$ cat src/rtl/sitda_pkg.sv
// Package for the signed integer to decimal ASCII unit.
// Holds the value width, derived BCD sizes, character codes and the state type.
// No dependencies.
package sitda_pkg;

  localparam int VALUE_WIDTH = 32;
  // decimal digits of 2**VALUE_WIDTH - 1 (1233/4096 ~ log10(2))
  localparam int NUM_DIGITS  = ((VALUE_WIDTH * 1233) >> 12) + 1;
  localparam int BCD_WIDTH   = 4 * NUM_DIGITS;
  localparam int BIT_CNT_W   = $clog2(VALUE_WIDTH);
  localparam int DIG_CNT_W   = $clog2(NUM_DIGITS + 1);

  localparam logic [7:0] CHAR_ZERO  = 8'h30;
  localparam logic [7:0] CHAR_MINUS = 8'h2d;

  typedef enum logic [2:0] {
    ST_IDLE,
    ST_CONV,
    ST_SKIP,
    ST_SIGN,
    ST_DIGIT
  } state_t;

endpackage

$ cat src/rtl/signed_integer_to_decimal_ascii_unit.sv
// Signed integer to decimal ASCII converter, top level.
// Depends on sitda_pkg for widths, character codes and the state type.
// Conversion: bit-serial double dabble over all VALUE_WIDTH bits of the magnitude, then
// leading zero digits are skipped, before the first character is shown.
// Throughput: a new value is accepted only in idle, after the last character of the previous
// one is taken; one character per cycle on output while m_tready is high.
// Reset: synchronous active-high rst returns to idle with no output pending.
module signed_integer_to_decimal_ascii_unit
  import sitda_pkg::*;
(
  input  logic                   clk,
  input  logic                   rst,
  input  logic                   s_tvalid,
  output logic                   s_tready,
  input  logic [VALUE_WIDTH-1:0] s_tdata,   // [VALUE_WIDTH-1:0] value
  output logic                   m_tvalid,
  input  logic                   m_tready,
  output logic [7:0]             m_tdata,   // [7:0] character
  output logic                   m_tlast    // final_char
);

  localparam logic [BIT_CNT_W-1:0] BIT_LAST   = BIT_CNT_W'(VALUE_WIDTH - 1);
  localparam logic [DIG_CNT_W-1:0] DIG_ALL    = DIG_CNT_W'(NUM_DIGITS);
  localparam logic [DIG_CNT_W-1:0] DIG_ONE    = DIG_CNT_W'(1);

  state_t                 state, state_next;
  logic [VALUE_WIDTH-1:0] mag;
  logic [BCD_WIDTH-1:0]   bcd;
  logic [BCD_WIDTH-1:0]   bcd_adj;
  logic [BIT_CNT_W-1:0]   bit_cnt;
  logic [DIG_CNT_W-1:0]   dig_left;
  logic                   negative;
  logic [3:0]             top_digit;
  logic                   in_fire;
  logic                   out_fire;

  assign top_digit = bcd[BCD_WIDTH-1 -: 4];
  assign in_fire   = s_tvalid && s_tready;
  assign out_fire  = m_tvalid && m_tready;

  always_comb begin
    for (int i = 0; i < NUM_DIGITS; i++) begin
      if (bcd[4*i +: 4] >= 4'd5) begin
        bcd_adj[4*i +: 4] = bcd[4*i +: 4] + 4'd3;
      end else begin
        bcd_adj[4*i +: 4] = bcd[4*i +: 4];
      end
    end
  end

  always_ff @(posedge clk) begin
    if (rst) begin
      state <= ST_IDLE;
    end else begin
      state <= state_next;
    end
  end

  always_comb begin
    state_next = state;
    s_tready   = 1'b0;
    m_tvalid   = 1'b0;
    m_tdata    = CHAR_ZERO | {4'd0, top_digit};
    m_tlast    = 1'b0;
    case (state)
      ST_IDLE: begin
        s_tready = 1'b1;
        if (s_tvalid) begin
          state_next = ST_CONV;
        end
      end
      ST_CONV: begin
        if (bit_cnt == BIT_LAST) begin
          state_next = ST_SKIP;
        end
      end
      ST_SKIP: begin
        if (top_digit != 4'd0 || dig_left == DIG_ONE) begin
          state_next = negative ? ST_SIGN : ST_DIGIT;
        end
      end
      ST_SIGN: begin
        m_tvalid = 1'b1;
        m_tdata  = CHAR_MINUS;
        if (m_tready) begin
          state_next = ST_DIGIT;
        end
      end
      ST_DIGIT: begin
        m_tvalid = 1'b1;
        m_tlast  = (dig_left == DIG_ONE);
        if (m_tready && dig_left == DIG_ONE) begin
          state_next = ST_IDLE;
        end
      end
      default: begin
        state_next = ST_IDLE;
      end
    endcase
  end

  // datapath: load magnitude, shift one bit per cycle into BCD, then drain digits
  always_ff @(posedge clk) begin
    case (state)
      ST_IDLE: begin
        if (in_fire) begin
          negative <= s_tdata[VALUE_WIDTH-1];
          mag      <= s_tdata[VALUE_WIDTH-1] ? (~s_tdata + VALUE_WIDTH'(1)) : s_tdata;
          bcd      <= '0;
          bit_cnt  <= '0;
          dig_left <= DIG_ALL;
        end
      end
      ST_CONV: begin
        bcd     <= {bcd_adj[BCD_WIDTH-2:0], mag[VALUE_WIDTH-1]};
        mag     <= {mag[VALUE_WIDTH-2:0], 1'b0};
        bit_cnt <= bit_cnt + BIT_CNT_W'(1);
      end
      ST_SKIP: begin
        if (top_digit == 4'd0 && dig_left != DIG_ONE) begin
          bcd      <= {bcd[BCD_WIDTH-5:0], 4'd0};
          dig_left <= dig_left - DIG_ONE;
        end
      end
      ST_DIGIT: begin
        if (out_fire) begin
          bcd      <= {bcd[BCD_WIDTH-5:0], 4'd0};
          dig_left <= dig_left - DIG_ONE;
        end
      end
      default: begin
        bcd <= bcd;
      end
    endcase
  end

endmodule

$ cat config.mk
export PLATFORM = sky130hd
export DESIGN_NAME = signed_integer_to_decimal_ascii_unit
export DESIGN_NICKNAME = d
export VERILOG_FILES = /design/src/rtl/sitda_pkg.sv /design/src/rtl/signed_integer_to_decimal_ascii_unit.sv
export SDC_FILE = /design/constraint.sdc
export NUM_CORES = 1
export LEC_CHECK = 0
export ABC_AREA = 1
export BUFFER_PORTS_ARGS = -buffer_cell sky130_fd_sc_hd__clkbuf_2
export CAP_MARGIN = 20
export CORE_UTILIZATION = 25
export DETAILED_ROUTE_END_ITERATION = 10
export HOLD_SLACK_MARGIN = 0.12
export PLACE_DENSITY_LB_ADDON = 0.1
export SYNTH_ARGS = -nofsm -noshare
export SYNTH_HDL_FRONTEND = slang
export SYNTH_SLANG_ARGS = --single-unit
export TNS_END_PERCENT = 1
$ cat constraint.sdc
create_clock -name clk -period 10.31 [get_ports clk]
set_clock_uncertainty 0.15 [all_clocks]
set_input_delay 0.5155 -clock clk [delete_from_list [all_inputs] [get_ports clk]]
set_output_delay 0.5155 -clock clk [all_outputs]
set_load 0.05 [all_outputs]
==> metrics.csv <==
stage,metric,value,unit
route,highest_layer,met4,
synthesis,synth-compound-area-share,14.33,%
placement,pre_cts_ws,7.603,ns
synthesis,yosys.area_share.simple,23.98,%
synthesis,avgSynthCellArea,7.955,µm²
finish,drive_gt1_share,11.72,%
synthesis,synthMuxAreaShare,0,%
cts,post_cts_resize_count,0,
synthesis,synth-xor-area-share,1.869,%
cts,post-cts-setup-buffers,0,
global_route,grt_pass1_vias,4711,
cts,tritoncts,done,
route,firstDrtPassIters,4,
worst_setup_path,critPathLaunchType,register,
cts,clockBufferDepth,2,
sta,finalSetupViolCount,0,
global_route,grt_pass1_wl,23940,µm
worst_setup_path,required,10.13,ns
global_route,antenna_found_initial,0,
power,p_per_area,307.5,nW/µm²
floorplan,fp-row-count,54,
route,vias,4716,
worst_setup_path,cp_cell_sequence,"inv_2, nor3_4, buf_4, inv_2, buf_4, o21ai_4, buf_4",
synthesis,synth_warnings,0,
finish,fillers,2315,
placement,gp_congestion,0.8002,
worst_setup_path,crit_type,register to register,
hold_path,holdCritPathClass,input pin to register,
synthesis,synth-edff-count,82,
route,wl_met2,6313,µm
sta,min_period_over_period,25.96,%
worst_setup_path,critPathArrivalTime,2.50,ns
worst_setup_path,rr_worst_depth,7,
sta,rsz0062_at_grt,no,
power,totalPowerFinal,1.973,mW
sta,whs,0.2151,ns
route,met3_length,445,µm
route,via_per_inst,4.574,
sta,finalHoldViolations,0,
route,drt-met1-wl,6937,µm
hold_path,min_to,state[2]$_SDFFE_PP0P_,
floorplan,floorplan.initialDensity,25.61,%
synthesis,synth_area,5624,µm²
floorplan,die_y,152.0,µm
synthesis,netlist_instances,707,
global_route,gr-total-overflow,0,
worst_setup_path,critical_path.max_fanout,64,
route,wl,13850,µm
run_status,status,"complete, no violations",
worst_setup_path,cpPeakStageDelay,0.47,ns
route,final_antenna_net_count,0,
cts,root_buffer,clkbuf_16,
worst_setup_path,crit_family,buffers and inverters,
global_route,gr-usage-all-layers,12.78,%
worst_setup_path,r2r_slack,7.63,ns
cts,holdBufCountCts,0,
route,detail_route.wl_per_cell,13.44,µm
power,ir_drop,0.1450,mV
finish,diodes,0,
finish,fin_nets,808,
run,max-cap-violations,0,
synthesis,yosysSeqAreaShare,44.85,%
synthesis,synth_top_family_by_area,simple AND/OR/NAND/NOR gates,
floorplan,die_w,152.0,µm
sta,fmax,373.6,MHz
worst_setup_path,cp.depth,7,
floorplan,ioPinCount,47,
sta,tightest_slew,0.8584,ns
synthesis,yosys.area_share.adder,5.784,%
cts,clk_latency,0.34,ns
cts,numCtsBuffers,9,
worst_setup_path,r2r-start,state[0]$_SDFFE_PP0P_,
placement,hpwl,9858,µm
worst_setup_path,cpMaxStageDelayCell,buf_4,
synthesis,synth_cell_type_count,37,
route,route.detailed.drc,0,
worst_setup_path,rr_endpoint,bcd[16]$_DFFE_PP_,
worst_setup_path,end_kind,register,
worst_setup_path,path_buf_inv,5,
sta,timing.final.ws_setup,7.633,ns
global_route,grt_max_degree,65,
floorplan,dieArea,23100,µm²
sta,slew_violations,0,
floorplan,core_area,21960,µm²
placement,numPortBuffers,43,
cts,cts.sinks,85,
hold_path,hold_path_depth,2,
power,power.leakage,2.775,nW
cts,clk_pin_slew,0.07,ns
finish,area_delta_synth_final,14.08,%
synthesis,synth_ff_type,edfxtp_1,
sta,max-slew-margin-rel,42.78,%
sta,setup_total_negative_slack,0,ns
synthesis,async_flop_share,0,%
worst_setup_path,cpMostUsedCell,buf_4,
sta,post-route-min-period,2.677,ns
cts,cts.htree.levels,3,
hold_path,min-delay-start,rst,
route,drt_iter0_drc,342,
synthesis,synth-seq-cells,85,
[synth_stat cells, drive strengths merged (3+ instances only)]
cell	n	area share (%)
nand3	60	5.3
buf	17	1.9
clkbuf	5	0.36
ha	26	5.8
o31ai	3	0.40
nand2	158	11
o32ai	11	2.5
a21oi	35	3.1
nand4	6	0.67
o211ai	3	0.40
nor2	89	6.3
o22ai	3	0.33
o21ai	80	7.2
dfxtp	3	1.1
edfxtp	82	44
xor2	10	1.6
inv	102	6.8
[flip-flops by register name, summed over array words and instances, names as in the netlist]
register / cells
negative: 1
state: 3
bcd: 40
dig_left: 4
bit_cnt: 5
mag: 32
[logic make-up after synthesis]
group,count (synthesis)
AND/OR/NAND/NOR,320
AO/OA/AOI/OAI,138
buffers and inverters,124
flip-flops,85
adder cells (fa/ha/maj),26
XOR/XNOR,12
other,2
[worst max-delay path by stage]
stage	from	endpoint	slack, ns
global route	state[0]$_SDFFE_PP0P_	bcd[15]$_DFFE_PP_	7.45
floorplan	state[0]$_SDFFE_PP0P_	bcd[0]$_DFFE_PP_	5.59
global placement	state[0]$_SDFFE_PP0P_	bcd[16]$_DFFE_PP_	7.65
finish	state[0]$_SDFFE_PP0P_	bcd[16]$_DFFE_PP_	7.63
CTS	state[0]$_SDFFE_PP0P_	bcd[16]$_DFFE_PP_	7.58
detailed placement	state[0]$_SDFFE_PP0P_	bcd[16]$_DFFE_PP_	7.60
[through the flow]
| step | util (%) | cells | cell area, µm² |
|---|---|---|---|
| after floorplan | - | 708 | 5628 |
| after global placement | 27.94 | 1015 | 6135 |
| after detailed placement | 27.94 | 1015 | 6135 |
| after CTS | 29.22 | 1031 | 6416 |
| after global routing | 29.22 | 1031 | 6416 |
| final | 29.22 | 1031 | 6416 |
[layer usage]
layer,global-route usage (%),vias up
met3,2.082,11
met2,20.75,90
met5,0,-
met1,17.31,2178
met4,4.130,0
li1,-,2437
[cell type report]
cell class              count  area (µm²)  share of cell area, %
clock inverters             7       56.30                 0.8775
repair buffers             49       260.3                  4.056
multi-input cells         499        2619                  40.82
inverters                 102       382.9                  5.967
well taps                 280       350.3                  5.460
clock buffers               9       225.2                  3.510
flip-flops and latches     85        2522                  39.31
[cell usage in the layout, fill, tap and decap left out, types with 4 or more instances in the layout]
cell type  instances
inv_6              4
o21ai_1            4
inv_1             99
nand2_1          155
o21ai_0           73
clkbuf_16          9
nand4_1            6
nand3_1           60
clkbuf_2          43
o32ai_1            5
o32ai_2            6
buf_4              6
nor2_2             5
nor2_1            83
xor2_1            10
edfxtp_1          82
a21oi_1           35
ha_1              26
[where the power goes]
part | switching [mW] | internal [mW] | total [mW]
registers | 0.0966 | 0.670 | 0.767
logic | 0.642 | 0.251 | 0.893
clock network | 0.146 | 0.167 | 0.313
Power figures use the tool's default switching activity.
